--- config.mk ---
export PLATFORM = sky130hd
export DESIGN_NAME = hacr_front
export DESIGN_NICKNAME = d
export VERILOG_FILES = /design/src/hdl/hacr_pkg.sv /design/src/hdl/hacr_front.sv
export SDC_FILE = /design/constraint.sdc
export NUM_CORES = 1
export LEC_CHECK = 0
export BUFFER_PORTS_ARGS = -buffer_cell sky130_fd_sc_hd__buf_2
export CORE_MARGIN = 2
export CORE_UTILIZATION = 60
export DETAILED_ROUTE_END_ITERATION = 10
export PLACE_DENSITY = 0.82
export SYNTH_ARGS = -nofsm -noshare
export SYNTH_HDL_FRONTEND = slang
export SYNTH_SLANG_ARGS = --single-unit
--- constraint.sdc ---
create_clock -name clk -period 15.7 [get_ports clk]
set_clock_uncertainty 0.2 [all_clocks]
set_input_delay 0.785 -clock clk [delete_from_list [all_inputs] [get_ports clk]]
set_output_delay 0.785 -clock clk [all_outputs]
set_load 0.05 [all_outputs]
--- src/hdl/hacr_pkg.sv ---
// Shared types and constants for the HDMI audio clock regeneration N/CTS selector.
// Holds the N/CTS ROM, field widths, configuration indexes and inter-module structs.
// No dependencies.
package hacr_pkg;

  localparam int RATE_W     = 18;
  localparam int CLK_W      = 20;
  localparam int N_W        = 20;
  localparam int CTS_W      = 32;
  localparam int TOL_W      = 16;
  localparam int NDIV_W     = 16;
  localparam int CFG_IDX_W  = 2;
  localparam int CFG_DATA_W = 20;

  // Configuration register indexes
  localparam logic [CFG_IDX_W-1:0] CFG_CLOCK_TOL  = 2'd0;
  localparam logic [CFG_IDX_W-1:0] CFG_FALLBACK_N = 2'd1;
  localparam logic [CFG_IDX_W-1:0] CFG_N_DIVISOR  = 2'd2;

  localparam logic [TOL_W-1:0]  RST_CLOCK_TOL  = 16'd100;
  localparam logic [N_W-1:0]    RST_FALLBACK_N = 20'd6144;
  localparam logic [NDIV_W-1:0] RST_N_DIVISOR  = 16'd128;

  // rate / 1000 as (rate * RATE_RECIP) >> RATE_SHIFT, exact for every 18-bit rate
  localparam int RECIP_W    = 19;
  localparam int RATE_SHIFT = 28;
  localparam int RATE_Q_W   = 9;
  localparam int RATE_PROD_W = RATE_W + RECIP_W;
  localparam logic [RECIP_W-1:0] RATE_RECIP = 19'd268436;

  localparam int ROM_SIZE = 45;
  localparam int ROM_CTS_W = 20;

  localparam logic [RATE_W-1:0] ROM_RATE [ROM_SIZE] = '{
    32000, 32000, 32000, 32000, 32000, 32000, 32000, 32000,
    32000, 32000, 32000, 32000, 32000, 32000, 32000,
    44100, 44100, 44100, 44100, 44100, 44100, 44100, 44100,
    44100, 44100, 44100, 44100, 44100, 44100, 44100,
    48000, 48000, 48000, 48000, 48000, 48000, 48000, 48000,
    48000, 48000, 48000, 48000, 48000, 48000, 48000
  };

  localparam logic [CLK_W-1:0] ROM_CLK [ROM_SIZE] = '{
    25174, 25200, 27000, 27027, 54000, 54054, 74175, 74250,
    148351, 148500, 296703, 297000, 593406, 594000, 0,
    25174, 25200, 27000, 27027, 54000, 54054, 74175, 74250,
    148351, 148500, 296703, 297000, 593406, 594000, 0,
    25174, 25200, 27000, 27027, 54000, 54054, 74175, 74250,
    148351, 148500, 296703, 297000, 593406, 594000, 0
  };

  localparam logic [N_W-1:0] ROM_N [ROM_SIZE] = '{
    4576, 4096, 4096, 4096, 4096, 4096, 11648, 4096,
    11648, 4096, 5824, 3072, 5824, 3072, 4096,
    7007, 6272, 6272, 6272, 6272, 6272, 17836, 6272,
    8918, 6272, 4459, 4704, 8918, 9408, 6272,
    6864, 6144, 6144, 6144, 6144, 6144, 11648, 6144,
    5824, 6144, 5824, 5120, 5824, 6144, 6144
  };

  localparam logic [ROM_CTS_W-1:0] ROM_CTS [ROM_SIZE] = '{
    28125, 25200, 27000, 27027, 54000, 54054, 210937, 74250,
    421875, 148500, 421875, 222750, 843750, 445500, 0,
    31250, 28000, 30000, 30030, 60000, 60060, 234375, 82500,
    234375, 165000, 234375, 247500, 937500, 990000, 0,
    28125, 25200, 27000, 27027, 54000, 54054, 140625, 74250,
    140625, 148500, 281250, 247500, 562500, 594000, 0
  };

  localparam int FIFO_DEPTH = 4;
  localparam int FIFO_PTR_W = 2;
  localparam int FIFO_CNT_W = 3;

  typedef struct packed {
    logic [TOL_W-1:0]  clock_tol;
    logic [N_W-1:0]    fallback_n;
    logic [NDIV_W-1:0] n_divisor;
  } hacr_cfg_t;

  // Classified query handed from front to back
  typedef struct packed {
    logic [N_W-1:0]      n;
    logic [CLK_W-1:0]    clock;
    logic [RATE_Q_W-1:0] rate_q;
    logic [CTS_W-1:0]    cts_base;
    logic                hit;
    logic                use_formula;
  } hacr_job_t;

  // What survives past the clock multiply
  typedef struct packed {
    logic [N_W-1:0]   n;
    logic [CTS_W-1:0] cts_base;
    logic             hit;
    logic             use_formula;
  } hacr_res_t;

endpackage

--- src/hdl/hacr_front.sv ---
// Front end: accepts queries, matches them against the N/CTS ROM and classifies them.
// Depends on hacr_pkg.
module hacr_front #(
  parameter int TABLE_ENTRIES = 45
) (
  input  logic                          clk,
  input  logic                          rst_n,
  input  hacr_pkg::hacr_cfg_t           cfg,
  input  logic                          in_vld,
  input  logic [hacr_pkg::RATE_W-1:0]   in_rate,
  input  logic [hacr_pkg::CLK_W-1:0]    in_clock,
  output logic                          in_rdy,
  output logic                          job_vld,
  output hacr_pkg::hacr_job_t           job,
  input  logic                          job_rdy
);

  localparam int SCAN = (TABLE_ENTRIES < hacr_pkg::ROM_SIZE) ? TABLE_ENTRIES
                                                             : hacr_pkg::ROM_SIZE;

  logic                              f1_vld_r;
  logic [SCAN-1:0]                   f1_match_r;
  logic [hacr_pkg::CLK_W-1:0]        f1_clock_r;
  logic [hacr_pkg::RATE_Q_W-1:0]     f1_q_r;

  logic [SCAN-1:0]                   match_nxt;
  logic [hacr_pkg::RATE_PROD_W-1:0]  rate_prod;
  logic [hacr_pkg::CLK_W:0]          win_hi;
  logic [hacr_pkg::CLK_W-1:0]        win_lo;
  logic                              tol_ok;
  logic                              advance;

  logic                              hit;
  logic [hacr_pkg::N_W-1:0]          sel_n;
  logic [hacr_pkg::CTS_W-1:0]        sel_cts;

  assign advance = !f1_vld_r || job_rdy;
  assign in_rdy  = advance;

  assign rate_prod = hacr_pkg::RATE_PROD_W'(in_rate) *
                     hacr_pkg::RATE_PROD_W'(hacr_pkg::RATE_RECIP);

  // Lower window bound wraps when the clock is below the tolerance: no window match then
  assign tol_ok = in_clock >= hacr_pkg::CLK_W'(cfg.clock_tol);
  assign win_lo = in_clock - hacr_pkg::CLK_W'(cfg.clock_tol);
  assign win_hi = {1'b0, in_clock} + (hacr_pkg::CLK_W + 1)'(cfg.clock_tol);

  always_comb begin
    for (int i = 0; i < SCAN; i++) begin
      match_nxt[i] = (in_rate == hacr_pkg::ROM_RATE[i]) &&
                     ((hacr_pkg::ROM_CLK[i] == in_clock) ||
                      (tol_ok && (hacr_pkg::ROM_CLK[i] >= win_lo) &&
                       ({1'b0, hacr_pkg::ROM_CLK[i]} <= win_hi)) ||
                      (hacr_pkg::ROM_CLK[i] == '0));
    end
  end

  always_ff @(posedge clk) begin
    if (!rst_n) begin
      f1_vld_r <= 1'b0;
    end else if (advance) begin
      f1_vld_r <= in_vld;
    end
  end

  always_ff @(posedge clk) begin
    if (advance && in_vld) begin
      f1_match_r <= match_nxt;
      f1_clock_r <= in_clock;
      f1_q_r     <= rate_prod[hacr_pkg::RATE_SHIFT +: hacr_pkg::RATE_Q_W];
    end
  end

  // First matching entry in table order wins
  always_comb begin
    hit     = 1'b0;
    sel_n   = cfg.fallback_n;
    sel_cts = '1;
    for (int i = SCAN - 1; i >= 0; i--) begin
      if (f1_match_r[i]) begin
        hit     = 1'b1;
        sel_n   = hacr_pkg::ROM_N[i];
        sel_cts = hacr_pkg::CTS_W'(hacr_pkg::ROM_CTS[i]);
      end
    end
  end

  assign job_vld          = f1_vld_r;
  assign job.n            = sel_n;
  assign job.clock        = f1_clock_r;
  assign job.rate_q       = f1_q_r;
  assign job.cts_base     = sel_cts;
  assign job.hit          = hit;
  assign job.use_formula  = (f1_q_r != '0) && (!hit || (sel_cts == '0));

endmodule

### After elaboration in Yosys (flattened, before gate mapping)

Index checks and enable logic that the tools add are counted.

* register bits after elaboration: 75
* bits in latches: 0
* RAM bits: 0
* bits in read-only memories: 0
* input bits: 94
* output and inout bits: 85
* word-level logic and storage cells: 280
* memories: 0

* add/subtract/negate cells: 2
* multiply operators: 1
* divide/modulo/power cells: 0
* magnitude comparators: 29
* eq/ne operators: 17
* shift operators: 0
* multiplexer cells: 135
* bitwise logic cells: 0
* reductions and logical operators: 92

Operator list (number)
* 2-to-1 mux 32 bit: 45
* 2-to-1 mux 20 bit: 45
* less-or-equal comparator 15 x 21 -> 1 bit, first input constant: 4
* equality test 15 x 20 -> 1 bit, first input constant: 4
* >= comparator 15 x 20 -> 1 bit, first input constant: 4
* logical AND 1 bit: 72
* 2-to-1 mux 1 bit: 45
* less-or-equal comparator 16 x 21 -> 1 bit, first input constant: 2
* less-or-equal comparator 17 x 21 -> 1 bit, first input constant: 2
* less-or-equal comparator 18 x 21 -> 1 bit, first input constant: 2
* less-or-equal comparator 19 x 21 -> 1 bit, first input constant: 2
* less-or-equal comparator 20 x 21 -> 1 bit, first input constant: 2
* equality test 16 x 20 -> 1 bit, first input constant: 2
* equality test 17 x 20 -> 1 bit, first input constant: 2
* equality test 18 x 20 -> 1 bit, first input constant: 2
* equality test 19 x 20 -> 1 bit, first input constant: 2
* equality test 20 bit, first input constant: 2
* >= comparator 16 x 20 -> 1 bit, first input constant: 2
* >= comparator 17 x 20 -> 1 bit, first input constant: 2
* >= comparator 18 x 20 -> 1 bit, first input constant: 2
* >= comparator 19 x 20 -> 1 bit, first input constant: 2
* >= comparator 20 bit, first input constant: 2
* equality test 18 x 16 -> 1 bit, second input constant: 2
* multiplier 18 x 17 -> 35 bit, second input constant: 1
* other kinds (8): 24

### Logic depth before layout (Yosys ltp)

* word-level depth: 48
* depth in mapped cells: 21
* depth with buffers taken out: 21

### Worst setup path before layout

Ideal clock, no wire load.

* path type: input to register
* from: input port in_rate[6] (netlist bit)
* to: register f1_q_r[7] (netlist bit), data pin
* library setup time: 0.258 ns
* arrival time: 5.527 ns
* required time: 15.242 ns
* setup slack: 9.716 ns
* stages: 20
* buffers on the path: 0
* path through: inv_1 ha_1 ha_1 fa_1 inv_1 fa_1 fa_1 inv_1 fa_1 ha_1 a21oi_1 nor2_1 a211o_1 a221o_1 a221o_1 a31oi_1 o21ai_0 o21a_1 o21a_1 xnor2_1

* cells in the longest elaborated chain, start to end: 1

Ends and longest elaborated chain
* from (decl): RTL line hacr_front.sv:10 `input logic [hacr_pkg::RATE_W-1:0] in_rate,`
* multiplier 18 x 17 -> 35 bit: RTL line hacr_front.sv:40 `assign rate_prod = hacr_pkg::RATE_PROD_W'(in_rate) *`
* net rate_prod, one bit: RTL line hacr_front.sv:27 `logic [hacr_pkg::RATE_PROD_W-1:0] rate_prod;`
* to (signal assigned): RTL line hacr_front.sv:70 `f1_q_r <= rate_prod[hacr_pkg::RATE_SHIFT +: hacr_pkg::RATE_Q_W];`
* to (decl): RTL line hacr_front.sv:24 `logic [hacr_pkg::RATE_Q_W-1:0] f1_q_r;`

The timed path passes the listed nets, and every way through them passes these cells.
A chain may end at the register's enable or synchronous reset.

### Worst setup path after layout

* from: input port in_rate[7] (netlist bit)
* to: register f1_q_r[8] (netlist bit), data pin

The elaborated chain is that of the path after synthesis.

==> results.txt <==
----------------------------------------------------
[Status]
  Run status ... completed

[Timing]
  Number of setup violations in the final report ... 0
  Pins Over Slew Limit ... 0
  Worst Setup Slack, final ... approximately 9.2 ns
  Number of failing hold endpoints at the final stage ... 0
  Worst Tran Pin Value ... about 1 ns
  Setup total negative slack ... 0 ns
  Minimum period implied by the final worst setup slack ... 6.50 ns
  Final period utilization ... about two fifths
  Highest achievable clock rate ... 154 MHz
  RSZ-0062 raised after global routing ... no
  Relative max-transition margin ... 31.2%

[Power and ir drop]
  P_int ... about 630 uW
  Fraction of power consumed by the clock network ... 17.5%
  Part of the total power dissipated in combinational logic ... between 60% and 70%
  Power per unit of standard cell area ... 80.7 nW/um^2
  Fraction of power spent switching nets ... 47.4%
  Proportion of power drawn by flip-flops and latches ... 21.9%
  Net switching power of the design ... 569 uW
  Peak supply drop ... 0.0535 mV
  Leakage dissipation ... 6.61 nW

[Floorplan]
  Area inside the core boundary ... 22600 um^2
  Standard-cell rows ... 55
  Vertical die dimension ... 155 um
  Die Outline Area ... 24100 um^2
  Chip Width ... approximately 160 um
  Initial core utilization ... 60.8%
  # IOs ... 179

[Route]
  Routed via count divided by cell count ... 6.59
  DR DRC count ... 0
  Mean routed wirelength per cell ... ~21 um
  Detailed-route via count ... 14295
  Antenna violation net count after detailed routing ... 0
  Total length of routed wires ... 45600 um
  DR iter-0 viols ... 1372
  Number of iterations in the first detailed-routing pass ... 5

[Finish]
  Commonest non-fill, non-tap cell in the layout ... sky130_fd_sc_hd__inv_1
  Layout-stage area growth over the synthesis result ... 8.45%
  Nets ... 2210
  Total area of multi-input combinational cells ... 10400 um^2
  Filler instances ... 1968
  Most frequent cells in the layout ... sky130_fd_sc_hd__inv_1, sky130_fd_sc_hd__ha_1, sky130_fd_sc_hd__nor2_1, sky130_fd_sc_hd__buf_2, sky130_fd_sc_hd__a21oi_1
  Share of cells above drive strength 1 ... 11.8%
  Antenna diode count ... 0
  Sequential cell area ... 2240 um^2
  Finished Core Util ... 65.9%

[Clocking]
  Number of gates given a new drive strength after cts ... 0
  Clk Latency, worst-skew pair ... 0.34 ns
  Clock tree buffer depth ... 2
  Clock net sink count ... 75
  Clock-pin slew reported for the worst setup and hold paths after clock tree synthesis ... 0.06 ns
  CTS tree ... yes
  Clock H-tree levels ... 3
  Post-CTS setup buffer count ... 0
  Post-CTS Hold Fix Bufs ... 0
  Clock root cell ... sky130_fd_sc_hd__clkbuf_16
  CTS Buf Count ... 9

[Worst setup path]
  Startpoint types ... input pin
  Data required, critical path ... roughly 16 ns
  Class of the most critical setup path ... in2reg
  Element type at the critical path end ... register
  Launching instance or port of the critical path ... in_rate[7]
  CP arrival ... 6.38 ns
  Largest fanout on the critical path ... 8
  RR Startpoint ... job_vld

[Synth]
  Number of enable flip-flop cells after synthesis ... 74
  Cell count after synthesis ... 1782
  Synthesized area per cell ... slightly below 8 um^2
  Async set-or-reset flop fraction in the synthesized netlist ... 0%
  Total of flip-flops plus latches after synthesis ... 75
  Largest cells by area after synthesis ... sky130_fd_sc_hd__ha_1, sky130_fd_sc_hd__edfxtp_1, sky130_fd_sc_hd__fa_1, sky130_fd_sc_hd__a21oi_1, sky130_fd_sc_hd__inv_1
  Dominant register cell in the synthesized netlist ... sky130_fd_sc_hd__edfxtp_1
  Largest area contributor in the synthesized netlist ... sky130_fd_sc_hd__ha_1
  Fraction of synthesized cell area taken by the top area cell type ... between 15 and 20%
  Distinct cell type count after synthesis ... 85
  Count of synthesis-stage warnings from yosys ... 0
  Sequential share of the synthesized area ... 16.3%
  Syn Nets ... approximately 2100
  Area of the mapped netlist ... 13700 um^2

[Global route]
  Maximum number of pins on one net before global-route repair ... 75
  Initial antenna violation count ... 0
  Total global-route track usage ... 37.3%
  Vias in the first global route ... 13623
  First-pass GRT wire length ... 70900 um
  Congestion Overflow GR ... 0

[Run]
  Max Cap Viol ... 0

[Place]
  IO Port Bufs ... roughly 160
  Estimated wirelength of the detail-placed design ... 37100 um
  Post-placement setup slack ... 8.87 ns
  GP Congestion ... 1.00

[Hold path]
  Worst Min Path Start ... job_vld
  Class of the worst hold path ... reg2reg

----------------------------------------------------
[Yosys cell counts, drive strengths merged, types with 28 or more instances]
| cell type | n |
|---|---|
| inv | 199 |
| ha | 190 |
| nor2 | 182 |
| a21oi | 154 |
| o21ai | 109 |
| nand2 | 94 |
| edfxtp | 74 |
| clkbuf | 65 |
| nor3 | 61 |
| fa | 48 |
| xnor2 | 40 |
| nand3 | 39 |
| a31oi | 32 |
| nand2b | 31 |
| and2 | 29 |
| nand4 | 29 |
| a21o | 28 |
[final timing paths]
| path | end | slack, ns | cells after the start |
|---|---|---|---|
| setup reg to reg | f1_match_r[27] | 13.87 | 2 |
| setup / recovery | f1_q_r[8] | 9.20 | 21 |
| hold / removal | job_vld | 0.36 | 2 |
| hold reg to reg | job_vld | 0.36 | 2 |
[registers in the layout, indices dropped and copies added, names as in the netlist]
signal,flops
f1_clock_r,20
f1_match_r,45
f1_q_r,9
job_vld,1
[routing by layer]
layer	vias up	global-route usage, %	routed length, um
li1	6676	-	-
met1	6711	48.2	18800
met2	757	63.4	21400
met3	151	3.29	3200
met4	0	17.5	2240
met5	-	0	0
[power groups by stage]
stage               combinational (mW)  sequential, mW  clock, mW
finish                           0.727           0.263      0.210
global route                     0.806           0.266      0.217
detailed placement               0.709           0.266          0
CTS                              0.718           0.262      0.210
floorplan                        0.484           0.284          0
global placement                 0.682           0.266          0
[cell type report]
type / count / share of cell area [%]
inverter: 199 / 5.02
tap: 285 / 2.40
sequential: 75 / 15.1
clock inverter: 7 / 0.505
multi-input combinational: 1423 / 69.6
timing repair buffer: 170 / 5.85
clock buffer: 9 / 1.51
[cell families (layout without fill, tap and decap cells)]
group,Yosys count,count (layout),synth area share (%)
DFF,75,75,16.3
xor gates and xnor gates,45,45,2.87
buffers and inverters,284,385,8.15
and+or+nand+nor,609,609,22.6
muxes,2,2,0.146
AOI/OAI and AO/OA,529,529,25.5
adders and majority gates,238,238,24.3
[metrics by stage]
step	power, mW	hold slack, ns	cell area, um^2	std cells
after floorplan	0.768	0.684	13700	1782
after global placement	0.948	0.309	14600	2152
after detailed placement	0.975	0.342	14600	2152
after CTS	1.19	0.354	14900	2168
after global routing	1.29	0.367	14900	2168
final	1.20	0.361	14900	2168
[critical path, stage by stage]
cell and delay [ns]:
sky130_fd_sc_hd__buf_2 0.27, sky130_fd_sc_hd__inv_1 0.12, sky130_fd_sc_hd__ha_1 0.33, sky130_fd_sc_hd__ha_1 0.24
sky130_fd_sc_hd__fa_1 0.54, sky130_fd_sc_hd__inv_1 0.05, sky130_fd_sc_hd__fa_1 0.48, sky130_fd_sc_hd__fa_1 0.56
sky130_fd_sc_hd__inv_1 0.06, sky130_fd_sc_hd__fa_1 0.42, sky130_fd_sc_hd__ha_1 0.19, sky130_fd_sc_hd__a21oi_1 0.15
sky130_fd_sc_hd__nor2_1 0.06, sky130_fd_sc_hd__a211o_1 0.28, sky130_fd_sc_hd__a221o_1 0.34, sky130_fd_sc_hd__a221o_1 0.46
sky130_fd_sc_hd__a31oi_1 0.34, sky130_fd_sc_hd__o21ai_0 0.18, sky130_fd_sc_hd__o21a_1 0.23, sky130_fd_sc_hd__nor2_1 0.20
sky130_fd_sc_hd__nor2b_1 0.09
(Power assumes the default switching activity.)
