[config.mk]
export PLATFORM = sky130hd
export DESIGN_NAME = hacr_fifo
export DESIGN_NICKNAME = d
export VERILOG_FILES = /design/src/hdl/hacr_pkg.sv /design/src/hdl/hacr_fifo.sv
export SDC_FILE = /design/constraint.sdc
export NUM_CORES = 1
export LEC_CHECK = 0
export BUFFER_PORTS_ARGS = -buffer_cell sky130_fd_sc_hd__buf_4
export CORE_ASPECT_RATIO = 0.7
export CORE_MARGIN = 2
export CORE_UTILIZATION = 31
export DETAILED_ROUTE_END_ITERATION = 10
export GPL_ROUTABILITY_DRIVEN = 0
export GPL_TIMING_DRIVEN = 0
export SLEW_MARGIN = 20
export SYNTH_ARGS = -nofsm -noshare
export SYNTH_HDL_FRONTEND = slang
export SYNTH_SLANG_ARGS = --single-unit
[constraint.sdc]
create_clock -name clk -period 5.6 [get_ports clk]
set_input_delay 0.28 -clock clk [delete_from_list [all_inputs] [get_ports clk]]
set_output_delay 0.28 -clock clk [all_outputs]
set_load 0.02 [all_outputs]
[src/hdl/hacr_pkg.sv]
// Shared types and constants for the HDMI audio clock regeneration N/CTS selector.
// Holds the N/CTS ROM, field widths, configuration indexes and inter-module structs.
// No dependencies.
package hacr_pkg;

  localparam int RATE_W     = 18;
  localparam int CLK_W      = 20;
  localparam int N_W        = 20;
  localparam int CTS_W      = 32;
  localparam int TOL_W      = 16;
  localparam int NDIV_W     = 16;
  localparam int CFG_IDX_W  = 2;
  localparam int CFG_DATA_W = 20;

  // Configuration register indexes
  localparam logic [CFG_IDX_W-1:0] CFG_CLOCK_TOL  = 2'd0;
  localparam logic [CFG_IDX_W-1:0] CFG_FALLBACK_N = 2'd1;
  localparam logic [CFG_IDX_W-1:0] CFG_N_DIVISOR  = 2'd2;

  localparam logic [TOL_W-1:0]  RST_CLOCK_TOL  = 16'd100;
  localparam logic [N_W-1:0]    RST_FALLBACK_N = 20'd6144;
  localparam logic [NDIV_W-1:0] RST_N_DIVISOR  = 16'd128;

  // rate / 1000 as (rate * RATE_RECIP) >> RATE_SHIFT, exact for every 18-bit rate
  localparam int RECIP_W    = 19;
  localparam int RATE_SHIFT = 28;
  localparam int RATE_Q_W   = 9;
  localparam int RATE_PROD_W = RATE_W + RECIP_W;
  localparam logic [RECIP_W-1:0] RATE_RECIP = 19'd268436;

  localparam int ROM_SIZE = 45;
  localparam int ROM_CTS_W = 20;

  localparam logic [RATE_W-1:0] ROM_RATE [ROM_SIZE] = '{
    32000, 32000, 32000, 32000, 32000, 32000, 32000, 32000,
    32000, 32000, 32000, 32000, 32000, 32000, 32000,
    44100, 44100, 44100, 44100, 44100, 44100, 44100, 44100,
    44100, 44100, 44100, 44100, 44100, 44100, 44100,
    48000, 48000, 48000, 48000, 48000, 48000, 48000, 48000,
    48000, 48000, 48000, 48000, 48000, 48000, 48000
  };

  localparam logic [CLK_W-1:0] ROM_CLK [ROM_SIZE] = '{
    25174, 25200, 27000, 27027, 54000, 54054, 74175, 74250,
    148351, 148500, 296703, 297000, 593406, 594000, 0,
    25174, 25200, 27000, 27027, 54000, 54054, 74175, 74250,
    148351, 148500, 296703, 297000, 593406, 594000, 0,
    25174, 25200, 27000, 27027, 54000, 54054, 74175, 74250,
    148351, 148500, 296703, 297000, 593406, 594000, 0
  };

  localparam logic [N_W-1:0] ROM_N [ROM_SIZE] = '{
    4576, 4096, 4096, 4096, 4096, 4096, 11648, 4096,
    11648, 4096, 5824, 3072, 5824, 3072, 4096,
    7007, 6272, 6272, 6272, 6272, 6272, 17836, 6272,
    8918, 6272, 4459, 4704, 8918, 9408, 6272,
    6864, 6144, 6144, 6144, 6144, 6144, 11648, 6144,
    5824, 6144, 5824, 5120, 5824, 6144, 6144
  };

  localparam logic [ROM_CTS_W-1:0] ROM_CTS [ROM_SIZE] = '{
    28125, 25200, 27000, 27027, 54000, 54054, 210937, 74250,
    421875, 148500, 421875, 222750, 843750, 445500, 0,
    31250, 28000, 30000, 30030, 60000, 60060, 234375, 82500,
    234375, 165000, 234375, 247500, 937500, 990000, 0,
    28125, 25200, 27000, 27027, 54000, 54054, 140625, 74250,
    140625, 148500, 281250, 247500, 562500, 594000, 0
  };

  localparam int FIFO_DEPTH = 4;
  localparam int FIFO_PTR_W = 2;
  localparam int FIFO_CNT_W = 3;

  typedef struct packed {
    logic [TOL_W-1:0]  clock_tol;
    logic [N_W-1:0]    fallback_n;
    logic [NDIV_W-1:0] n_divisor;
  } hacr_cfg_t;

  // Classified query handed from front to back
  typedef struct packed {
    logic [N_W-1:0]      n;
    logic [CLK_W-1:0]    clock;
    logic [RATE_Q_W-1:0] rate_q;
    logic [CTS_W-1:0]    cts_base;
    logic                hit;
    logic                use_formula;
  } hacr_job_t;

  // What survives past the clock multiply
  typedef struct packed {
    logic [N_W-1:0]   n;
    logic [CTS_W-1:0] cts_base;
    logic             hit;
    logic             use_formula;
  } hacr_res_t;

endpackage

[src/hdl/hacr_fifo.sv]
// Short queue of classified jobs between front and back.
// Depends on hacr_pkg.
module hacr_fifo (
  input  logic                 clk,
  input  logic                 rst_n,
  input  logic                 push_vld,
  input  hacr_pkg::hacr_job_t  push_job,
  output logic                 push_rdy,
  output logic                 pop_vld,
  output hacr_pkg::hacr_job_t  pop_job,
  input  logic                 pop_rdy
);

  hacr_pkg::hacr_job_t               mem_r [hacr_pkg::FIFO_DEPTH];
  logic [hacr_pkg::FIFO_PTR_W-1:0]   wr_ptr_r;
  logic [hacr_pkg::FIFO_PTR_W-1:0]   rd_ptr_r;
  logic [hacr_pkg::FIFO_CNT_W-1:0]   count_r;
  logic                              push;
  logic                              pop;

  assign push_rdy = count_r != hacr_pkg::FIFO_CNT_W'(hacr_pkg::FIFO_DEPTH);
  assign pop_vld  = count_r != '0;
  assign push     = push_vld && push_rdy;
  assign pop      = pop_vld && pop_rdy;
  assign pop_job  = mem_r[rd_ptr_r];

  always_ff @(posedge clk) begin
    if (!rst_n) begin
      wr_ptr_r <= '0;
      rd_ptr_r <= '0;
      count_r  <= '0;
    end else begin
      if (push) begin
        wr_ptr_r <= wr_ptr_r + 1'b1;
      end
      if (pop) begin
        rd_ptr_r <= rd_ptr_r + 1'b1;
      end
      if (push && !pop) begin
        count_r <= count_r + 1'b1;
      end else if (pop && !push) begin
        count_r <= count_r - 1'b1;
      end
    end
  end

  always_ff @(posedge clk) begin
    if (push) begin
      mem_r[wr_ptr_r] <= push_job;
    end
  end

endmodule

# Yosys cells after proc, flatten, opt, wreduce, memory -nomap -nowiden
# Memories as Yosys holds them, arrays and structs flattened. A register that Yosys moved wholly into a read port is not among the register bits.
# Cells that the tools add are included.
dict set report word_totals {
  reg_bits 7
  ramBits 332
  input_bits 87
  output_inout_bits 85
  word_cells 23
  mem_count 1
}
dict set report classes {
  n_addsub 4
  n_eq_ne 1
  muxes 6
  n_reduce_logical 8
}
# name words width read_ports rd_clocked_by_memory_dff write_ports line
set mem_list {}
lappend mem_list {mem_r 4 83 1 1 1 hacr_fifo.sv:14} ;# hacr_pkg::hacr_job_t mem_r [hacr_pkg::FIFO_DEPTH];
# op n
set ops {}
lappend ops {{2-to-1 mux 3 bit} 2}
lappend ops {{adder 2 x 1 -> 2 bit (second input constant)} 2}
lappend ops {{logical AND 1 bit} 4}
lappend ops {{2-to-1 mux 2 bit} 2}
lappend ops {{adder 3 x 1 -> 3 bit (second input constant)} 1}
lappend ops {{!= test 3 bit (second input constant)} 1}
lappend ops {{nonzero test 3 bit} 1}
lappend ops {{subtractor 3 x 1 -> 3 bit (second input constant)} 1}
lappend ops {{logical NOT 1 bit} 2}
lappend ops {{2-to-1 mux 1 bit} 2}
lappend ops {{nonzero test 2 bit} 1}

# Depth between registers and ports, before layout
# Gate-level depths: netlist of the first run.
dict set report logic_depth {
  word_depth 6
  depth_mapped 8
  mapped_depth_nobuf 8
}

# Worst setup path after synthesis of the first run
# Ideal clock, no wire load.
dict set report synth_path {
  path_type {reg-to-reg}
  from {reg count_r[0] (netlist bit)}
  to {mem mem_r[0][0] (netlist bit) (enable)}
  setup_time_ps 451
  t_arrival_ps 2775
  t_required_ps 5149
  path_slack_ps 2375
  path_stages_with_launch 4
  n_path_buf 0
  period_less_slack_ps 3225
  cell_sequence {dfxtp_1 nor2_1 a21boi_2 and2_1}
}
dict set report synth_between {
  elab_chain_cells 4
}
# item line
set synth_lines {}
lappend synth_lines {{start, declared} hacr_fifo.sv:17} ;# logic [hacr_pkg::FIFO_CNT_W-1:0] count_r;
lappend synth_lines {{start signal, assigned} hacr_fifo.sv:40} ;# count_r <= count_r + 1'b1;
lappend synth_lines {{start signal, assigned} hacr_fifo.sv:42} ;# count_r <= count_r - 1'b1;
lappend synth_lines {{!= test 3 bit} hacr_fifo.sv:21} ;# assign push_rdy = count_r != hacr_pkg::FIFO_CNT_W'(hacr_pkg::FIFO_DEPTH);
lappend synth_lines {{logical AND 1 bit} hacr_fifo.sv:23} ;# assign push = push_vld && push_rdy;
lappend synth_lines {{via push} hacr_fifo.sv:18} ;# logic push;
lappend synth_lines {{2-to-1 mux 1 bit} hacr_fifo.sv:48} ;# if (push) begin
lappend synth_lines {{2-to-1 mux 1 bit (implied by the code)} hacr_fifo.sv:49} ;# mem_r[wr_ptr_r] <= push_job;
lappend synth_lines {{end, declared} hacr_fifo.sv:14}
# The timed path passes the listed nets, and every way through them passes these cells.

==> results_dict.tcl, run 1 <==
set metrics [dict create \
    wl_per_cell_um 18.96 \
    root_buffer "clkbuf_16" \
    syn_inst 481 \
    slowest_stage "mux4_2" \
    fin_nets 871 \
    die_w_um 243.6 \
    post-cts-setup-buffers 0 \
    synth.distinct_cells 22 \
    fin_crit_ps 2394 \
    synth_area_leader_cell "edfxtp_1" \
    cp_cell_sequence "buf_2, buf_2, mux4_2, buf_4" \
    cts.htree.levels 2 \
    drc 0 \
    status "finished, final reports clean" \
    final.period_utilization_pct 42.74 \
    first_iter_violations 309 \
    endpoint_kind "primary output" \
    numCtsBuffers 36 \
    fin_util_pct 41.70 \
    cp.arrival_ps 2110 \
    start_util_pct 31.39 \
    slowest_delay_ps 410 \
    syn_nets 574 \
    antenna_found_initial 1 \
    grt_pass1_wl_um 38230 \
    crit_buf_inv 3 \
    tns_ps 0 \
    dp_hpwl_um 15490 \
    syn_area_per_cell_sq_um 25.90 \
    num_rows 61 \
    grt_usage_pct 12.16 \
    overflow 0 \
    yosysMostFrequentCell "edfxtp_1" \
    worstSetupPathType "reg2out" \
    powerDensity_nw_per_um2 461.2 \
    clock_path_buffers 3 \
    synth_commonest_cells "edfxtp_1 (332), mux4_2 (83), buf_2 (9), dfxtp_1 (9)" \
    die_area_sq_um 41830 \
    skew_ps 10.37 \
    n_fill_cell 3512 \
    synth_warnings 0 \
    path_max_fanout 10 \
    drive_above_1_share_pct 41.54 \
    crit_path_start_kind "register" \
    p_leak_uw 0.005589 \
    synth-seq-area-share_pct 81.48 \
    dr_total_vias 5904 \
    rsz0062_at_grt "no" \
    grt_max_degree 43 \
    hold_ws_ps 182.5 \
    slew_headroom_pct 48.42 \
    netlist_area_sq_um 12460 \
    synth_top_cell_area_share_pct 80.03 \
    clkTransAtPathRegs_ps 60 \
    hold_class "in2reg" \
    peakVddDrop_mv 0.2885 \
    cts_tree "yes" \
    area_delta_synth_final_pct 32.85 \
    drv_slew 0 \
    port_buffers 170 \
    synth_edf_count 332 \
    cp.required_ps 5320 \
    synth-seq-cells 341 \
    clock.fmax_ghz 0.4178 \
    critPathTopFamily "buffers and inverters" \
    finalSetupViolations 0 \
    async_flop_share_pct 0 \
    synth_ff_type "edfxtp_1" \
    grt_pass1_vias 6414 \
    top_level_ports 172 \
    core_area_sq_um 39690 \
    worstSkewPairLatency_ps 520 \
    maxCapViolations 0 \
    hold_viol_final 0 \
    cp_common_cell "buf_2" \
    post_drt_via_cell_ratio 4.406 \
    die_y_um 171.7 \
    ant_nets 0 \
    wl_um 25400 \
    yosys-top-cells-area "edfxtp_1 (80%), mux4_2 (15%), dfxtp_1 (1.4%)" \
    firstDrtPassIters 4 \
    clkSinkCount 341 \
    worst_pin_slew_ps 773.7 \
]
## sequential cells by signal, indices dropped and copies added, names as in the netlist, named ones only
signal    flops
rd_ptr_r      2
mem_r       332
count_r       3
wr_ptr_r      2
## cells by family after synthesis
family | count (synthesis) | synth area share, %
compound gates | 5 | 0.3616
xor+xnor | 4 | 0.2813
fa+ha+maj | 6 | 0.6629
buf+inv | 22 | 1.235
flops | 341 | 81.48
mux | 86 | 15.25
simple gates | 17 | 0.7332
## placed cells by master (no fill, tap or decap), drive strengths merged, types with 4 or more instances in the layout
cell type / instances
ha: 5
and2: 8
inv: 6
dlygate4sd3: 83
buf: 193
dfxtp: 9
clkbuf: 45
mux4: 83
edfxtp: 332
bufinv: 4
nand2: 5
clkinv: 14
## final timing paths
path | cells past startpoint | endpoint | from | slack, ps
worst max-delay path | 4 | pop_job[62] | register | 3210
worst min-delay path | 3 | wr_ptr_r[0] | rst_n | 180
worst max register to register | 4 | mem_r[0][4] | count_r[0] | 3240
worst min register to register | 2 | wr_ptr_r[0] | wr_ptr_r[0] | 500
## per-stage QoR
| step | total power [uW] | setup WS [ps] | cells | area, sq um |
|---|---|---|---|---|
| after detailed placement | 5342 | 3208 | 1192 | 14560 |
| final | 7633 | 3206 | 1340 | 16550 |
| after floorplan | 4502 | 2375 | 481 | 12460 |
| after CTS | 7784 | 3040 | 1339 | 16550 |
| after global routing | 8003 | 3012 | 1340 | 16550 |
| after global placement | 5328 | 574.8 | 1186 | 14400 |
## power breakdown
part | internal [uW] | total (uW) | switching, uW
clock | 1400 | 2360 | 959
combinational | 1010 | 2110 | 1100
sequential | 3100 | 3160 | 68.8
total | 5500 | 7630 | 2130
## what timing repair did
| item | CTS | global route |
|---|---|---|
| hold buffers | 83 | 0 |
| endpoints found under the hold margin | 332 | 0 |
| gates resized for setup | 0 | 0 |
## metal layers
layer	global-route usage, %	wire, um
met4	3.314	451
met3	3.979	1623
met5	0	0
met1	15.78	11260
met2	19.74	12070
## area by class of cell
| cell class | instances | area [sq um] | share of cell area, % |
|---|---|---|---|
| Clock inverter | 21 | 212.7 | 1.285 |
| Timing Repair Buffer | 259 | 2250 | 13.59 |
| Antenna cell | 1 | 2.502 | 0.01512 |
| Sequential cell | 341 | 10150 | 61.33 |
| Clock buffer | 43 | 948.4 | 5.731 |
| Buffer | 19 | 142.6 | 0.8619 |
| Tap cell | 535 | 669.4 | 4.045 |
| Inverter | 3 | 11.26 | 0.06804 |
| Multi-Input combinational cell | 118 | 2163 | 13.07 |
## worst register-to-register path, cell delays in order (launching register included)
cell and delay (ps):
dfxtp_1 480, nor2_1 110, a21boi_2 370, and2_4 680, buf_16 320
Power figures use the tool's default switching activity.
==> inputs of run 2 (changes only) <==
- clock period: 5.6 -> 2.02 ns (I/O delays scaled with it)
==> run 2 against run 1 <==
Net effect:
- register-to-register slack got worse by 3100 ps
- worst setup slack got worse by 3200 ps
- global-route usage grew 0.15 points
- clock power rose to 2.7 times the previous value
- total power grew to 2.9 times the previous value
- via count rose by 2.2%
- the flow now finishes with violations (setup timing)
- die area stayed put
- critical endpoint is now pop_job[27]
- hold slack worse by 84 ps
- wire length rose by 4.8%
- count of clock-buffer cells in the layout grew 4
==> results_dict.tcl, run 2 (synthesis results as in run 1) <==
set metrics [dict create \
    rsz0062_at_grt "yes" \
    antenna_found_initial 0 \
    grt_usage_pct 12.31 \
    worst_pin_slew_ps 520.2 \
    drv_slew 0 \
    dr_total_vias 6031 \
    cp_common_cell "buf_12" \
    instances_no_fill 1355 \
    drc 0 \
    path_max_fanout 10 \
    final.period_utilization_pct 101.5 \
    peakVddDrop_mv 0.6118 \
    skew_ps 11.76 \
    die_area_sq_um 41830 \
    fin_nets 886 \
    top_register "mem_r" \
    top_regs "mem_r (332), count_r (3)" \
    p_sw_share_pct 28.03 \
    clkSinkCount 341 \
    n_antenna_cell 0 \
    cp.arrival_ps 1950 \
    num_rows 61 \
    grt_max_degree 34 \
    power.total_uw 21960 \
    mostFrequentLayoutCells "edfxtp_1 (332), buf_4 (115), dlygate4sd3_1 (84)" \
    wl_per_cell_um 19.64 \
    die_w_um 243.6 \
    grt_pass1_wl_um 38600 \
    worstSkewPairLatency_ps 520 \
    placed_cells 1194 \
    clkTransAtPathRegs_ps 60 \
    top_level_ports 172 \
    hold_viol_final 0 \
    finalSetupViolations 35 \
    cp.required_ps 1920 \
    n_fill_cell 3456 \
    overflow 0 \
    grt_pass1_vias 6476 \
    endpoint_kind "primary output" \
    p_leak_uw 0.005772 \
    slowest_stage "mux4_2" \
    slowest_delay_ps 540 \
    wl_um 26620 \
    status "finished with violations" \
    final_common_cell "edfxtp_1" \
    setup_slack_ps -29.54 \
    power_frac_clock_pct 29.2 \
    maxCapViolations 0 \
    firstDrtPassIters 4 \
    powerDensity_nw_per_um2 1286 \
    start_util_pct 31.39 \
    violations "setup timing" \
    cts_tree "yes" \
    fin_util_pct 43.04 \
    post_drt_via_cell_ratio 4.451 \
    cp_cell_sequence "buf_12, buf_12, mux4_2, buf_6" \
    clock_path_buffers 3 \
    cts.htree.levels 2 \
    hold_class "in2reg" \
    dp_hpwl_um 15590 \
    internal_power_uw 15810 \
    first_iter_violations 378 \
    ant_nets 0 \
    power.switching_uw 6157 \
    crit_path_start_kind "register" \
    numCtsBuffers 36 \
    area_delta_synth_final_pct 37.11 \
    seqPwrFrac_pct 40.0 \
    worstSetupPathType "reg2out" \
    core_area_sq_um 39690 \
    p_comb_share_pct 30.9 \
    fin_crit_ps 2050 \
    slew_headroom_pct 65.32 \
    clock.fmax_ghz 0.4879 \
    port_buffers 170 \
    die_y_um 171.7 \
    largest_reg_flops 332 \
    root_buffer "clkbuf_16" \
    drive_above_1_share_pct 43.54 \
]
run 2: cell types whose count changed in the layout (fill, tap and decap cells not counted), moves of 2 or more:
| cell | delta |
|---|---|
| buf_2 | -9 |
| inv_6 | -3 |
| clkinv_1 | -3 |
| clkbuf_1 | +2 |
| and2_2 | +4 |
| buf_6 | +63 |
| dfxtp_1 | -4 |
| bufinv_16 | -2 |
| buf_12 | +13 |
| dfxtp_4 | +2 |
| dfxtp_2 | +2 |
| clkinv_4 | +3 |
| buf_4 | -55 |
| buf_16 | -2 |
run 2: timing repair:
action,4_1_cts,5_1_grt
endpoints found under the setup margin,309,179
gates cloned,1,3
pin swaps,2,6
setup buffers,5,3
hold buffers,84,0
resized for setup,21,94
endpoints found under the hold margin,339,0
run 2: critical path: cells and delay by family (launching register included):
family	cells	cell delay [ps]
multiplexers	1	540
buffers and inverters	3	510
flip-flops	1	350
run 2: layout make-up:
cell class / count / area, sq um / area share (%)
sequential: 341 / 10160 / 59.48
tap: 535 / 669.4 / 3.919
timing repair buffer: 270 / 2624 / 15.36
buffer: 19 / 236.5 / 1.385
clock buffer: 47 / 984.7 / 5.765
inverter: 3 / 11.26 / 0.06593
clock inverter: 18 / 166.4 / 0.9743
multi-input combinational: 122 / 2228 / 13.05
run 2: layer usage:
layer  GRT usage [%]  routed length (um)  vias to the layer above  part of all wire (%)
li1                -                   -                     2696                     -
met1           16.34               11800                     3178                    44
met2           20.41               13170                      113                    49
met3           2.871                1189                       44                   4.5
met4           3.446                 456                        0                   1.7
met5               0                   0                        -                     0
run 2: path summary, 6_finish.rpt:
path / from / depth (start not counted) / slack, ps / end
setup / recovery: register / 4 / -30 / pop_job[27]
hold / removal: pop_rdy / 4 / 100 / register
setup reg to reg: count_r[0] / 7 / 120 / count_r[2]
hold reg to reg: wr_ptr_r[0] / 2 / 510 / wr_ptr_r[0]
run 2: through the flow:
step | setup slack [ps] | hold slack [ps] | setup TNS [ps] | instance area [sq um]
5_1_grt | -117.4 | 116.6 | -6518 | 17080
3_5_place_dp | -298.3 | 304.8 | -18960 | 14580
3_3_place_gp | -1321 | 303.0 | -429210 | 14410
2_1_floorplan | -212.8 | 199.9 | -70660 | 12460
4_1_cts | -146.2 | 13.91 | -7391 | 16700
6_report | -29.54 | 98.70 | -360.9 | 17080
run 2: power by group through the flow:
| stage | combinational (uW) | sequential, uW | clock [uW] |
|---|---|---|---|
| floorplan | 3570 | 8890 | 0 |
| global placement | 5740 | 8960 | 0 |
| detailed placement | 5880 | 8930 | 0 |
| CTS | 6200 | 8790 | 6620 |
| global route | 7200 | 8840 | 6920 |
| finish | 6780 | 8780 | 6400 |
==> inputs of run 3 (changes only) <==
- BUFFER_PORTS_ARGS: -buffer_cell sky130_fd_sc_hd__buf_4 -> default
- DONT_BUFFER_PORTS: default -> 1
- clock period: 2.02 -> 2.3 ns (I/O delays scaled with it)
==> run 3 against run 2 <==
Net effect:
- the run now ends clean
- register-to-register slack worse by 30 ps
- hold slack got worse by 55 ps
- critical path depth rose by 3
- wire length decreased by 6.4%
- combinational power is 40% lower
- first-iteration DRC count shrank 10%
- die area unchanged
- final area fell by 10%
- clock power is 12% lower
- global-route usage fell by 0.50 points
- critical endpoint is now count_r[2]
- largest cell class unchanged
==> results_dict.tcl, run 3 (synthesis results as in run 1) <==
set metrics [dict create \
    maxCapViolations 0 \
    top_level_ports 172 \
    first_iter_violations 340 \
    n_fill_cell 3552 \
    cts.htree.levels 2 \
    hold_path_depth 3 \
    largest_reg_flops 332 \
    peakVddDrop_mv 0.7585 \
    placed_cells 1020 \
    fin_crit_ps 2208 \
    status "finished, final reports clean" \
    hold_class "in2reg" \
    die_area_sq_um 41830 \
    fin_util_pct 38.53 \
    final_common_cell "edfxtp_1" \
    drv_slew 0 \
    path_max_fanout 7 \
    grt_pass1_wl_um 36580 \
    port_buffers 0 \
    worst_pin_slew_ps 677.0 \
    mostFrequentLayoutCells "edfxtp_1 (332), dlygate4sd3_1 (86), mux4_2 (83)" \
    power.total_uw 17420 \
    finalSetupViolations 0 \
    grt_pass1_vias 5921 \
    antenna_found_initial 2 \
    numCtsBuffers 34 \
    setup_slack_ps 91.93 \
    fin_nets 703 \
    area_delta_synth_final_pct 22.77 \
    cts_tree "yes" \
    firstDrtPassIters 4 \
    drc 0 \
    instances_no_fill 1172 \
    grt_usage_pct 11.81 \
    die_y_um 171.7 \
    rr_startpoint "count_r[2]" \
    skew_ps 17.16 \
    r2r_slack_ps 90 \
    ant_nets 0 \
    cp.required_ps 2730 \
    dp_hpwl_um 15180 \
    endpoint_kind "register" \
    worstSetupPathType "reg2reg" \
    clkTransAtPathRegs_ps 60 \
    die_w_um 243.6 \
    min_to "wr_ptr_r[0]" \
    min_from "push_vld" \
    worstSkewPairLatency_ps 510 \
    num_rows 61 \
    worstReg2RegEnd "count_r[2]" \
    wl_per_cell_um 21.27 \
    rsz0062_at_grt "no" \
    powerDensity_nw_per_um2 1139 \
    placed_cell_area_sq_um 13250 \
    r2r_cells 7 \
    cp.arrival_ps 2640 \
    crit_path_start_kind "register" \
    post-place-ws_ps -189.3 \
    clock.fmax_ghz 0.4529 \
    top_regs "mem_r (332), count_r (3)" \
    overflow 0 \
    clock_path_buffers 3 \
    dr_total_vias 5404 \
    root_buffer "clkbuf_16" \
    drive_above_1_share_pct 26.46 \
    grt_max_degree 46 \
    core_area_sq_um 39690 \
    post_drt_via_cell_ratio 4.611 \
    fin_area_sq_um 15290 \
    start_util_pct 31.39 \
    hold_viol_final 0 \
    wl_um 24920 \
    top_register "mem_r" \
    final.period_utilization_pct 96.00 \
    clkSinkCount 341 \
    p_leak_uw 0.004780 \
    slew_headroom_pct 54.87 \
]
[run 3: cell count changes in the layout (fill, tap and decap cells not counted), sizes merged]
cell         delta
and2            -3
diode           +2
clkbuf          -6
bufinv          +3
buf           -180
clkinv          -1
dlygate4sd3     +2
[run 3: per-stage QoR]
stage               setup TNS [ps]  hold WS [ps]
CTS                              0         3.263
floorplan                    -6453         213.9
finish                           0         43.23
detailed placement          -13010         214.0
global route                     0         7.799
global placement           -275430         214.0
[run 3: timing repair]
action,4_1_cts,5_1_grt
endpoints found under the hold margin,340,0
pin swaps,1,0
buffers inserted,2,0
cloned,0,1
resized for setup,2,2
endpoints found under the setup margin,181,181
hold buffers,86,0
[run 3: per-layer routing]
metal  wire, um  global-route usage [%]
met1       9869                   13.93
met2      12690                   20.31
met3       1800                   4.150
met4        547                   3.818
met5         11                       0
[run 3: where the power goes]
group | total (uW) | internal (uW) | switching [uW]
clock network | 5620 | 3360 | 2260
logic | 4080 | 1580 | 2510
registers | 7720 | 7540 | 174
[run 3: cell type report]
type | count | area (sq um) | share of cell area [%]
inverters | 3 | 11.26 | 0.07363
repair buffers | 92 | 998.5 | 6.529
well taps | 535 | 669.4 | 4.377
multi-input cells | 119 | 2181 | 14.26
diodes | 2 | 5.005 | 0.03273
clock buffers | 41 | 898.4 | 5.874
plain buffers | 19 | 142.6 | 0.9327
flip-flops and latches | 341 | 10150 | 66.38
clock inverters | 20 | 235.2 | 1.538
[run 3: how the worst max path moves through the flow]
stage                          start            to  slack (ps)  cells after the start
after floorplan           count_r[0]   mem_r[0][0]         -20                      3
after global placement    count_r[0]  mem_r[0][43]        -840                      3
after detailed placement  count_r[0]    count_r[2]        -190                      8
after CTS                 count_r[1]  mem_r[3][45]          40                      5
after global routing        register   pop_job[17]         0.7                      3
final                     count_r[2]    count_r[2]          90                      7
[run 3: critical path: stages, from the launching register on]
cell and delay [ps]:
dfxtp_1 400, o31ai_2 300, ha_2 270, inv_1 60, fa_1 400, xor2_1 180, or3_1 310, a21boi_0 210
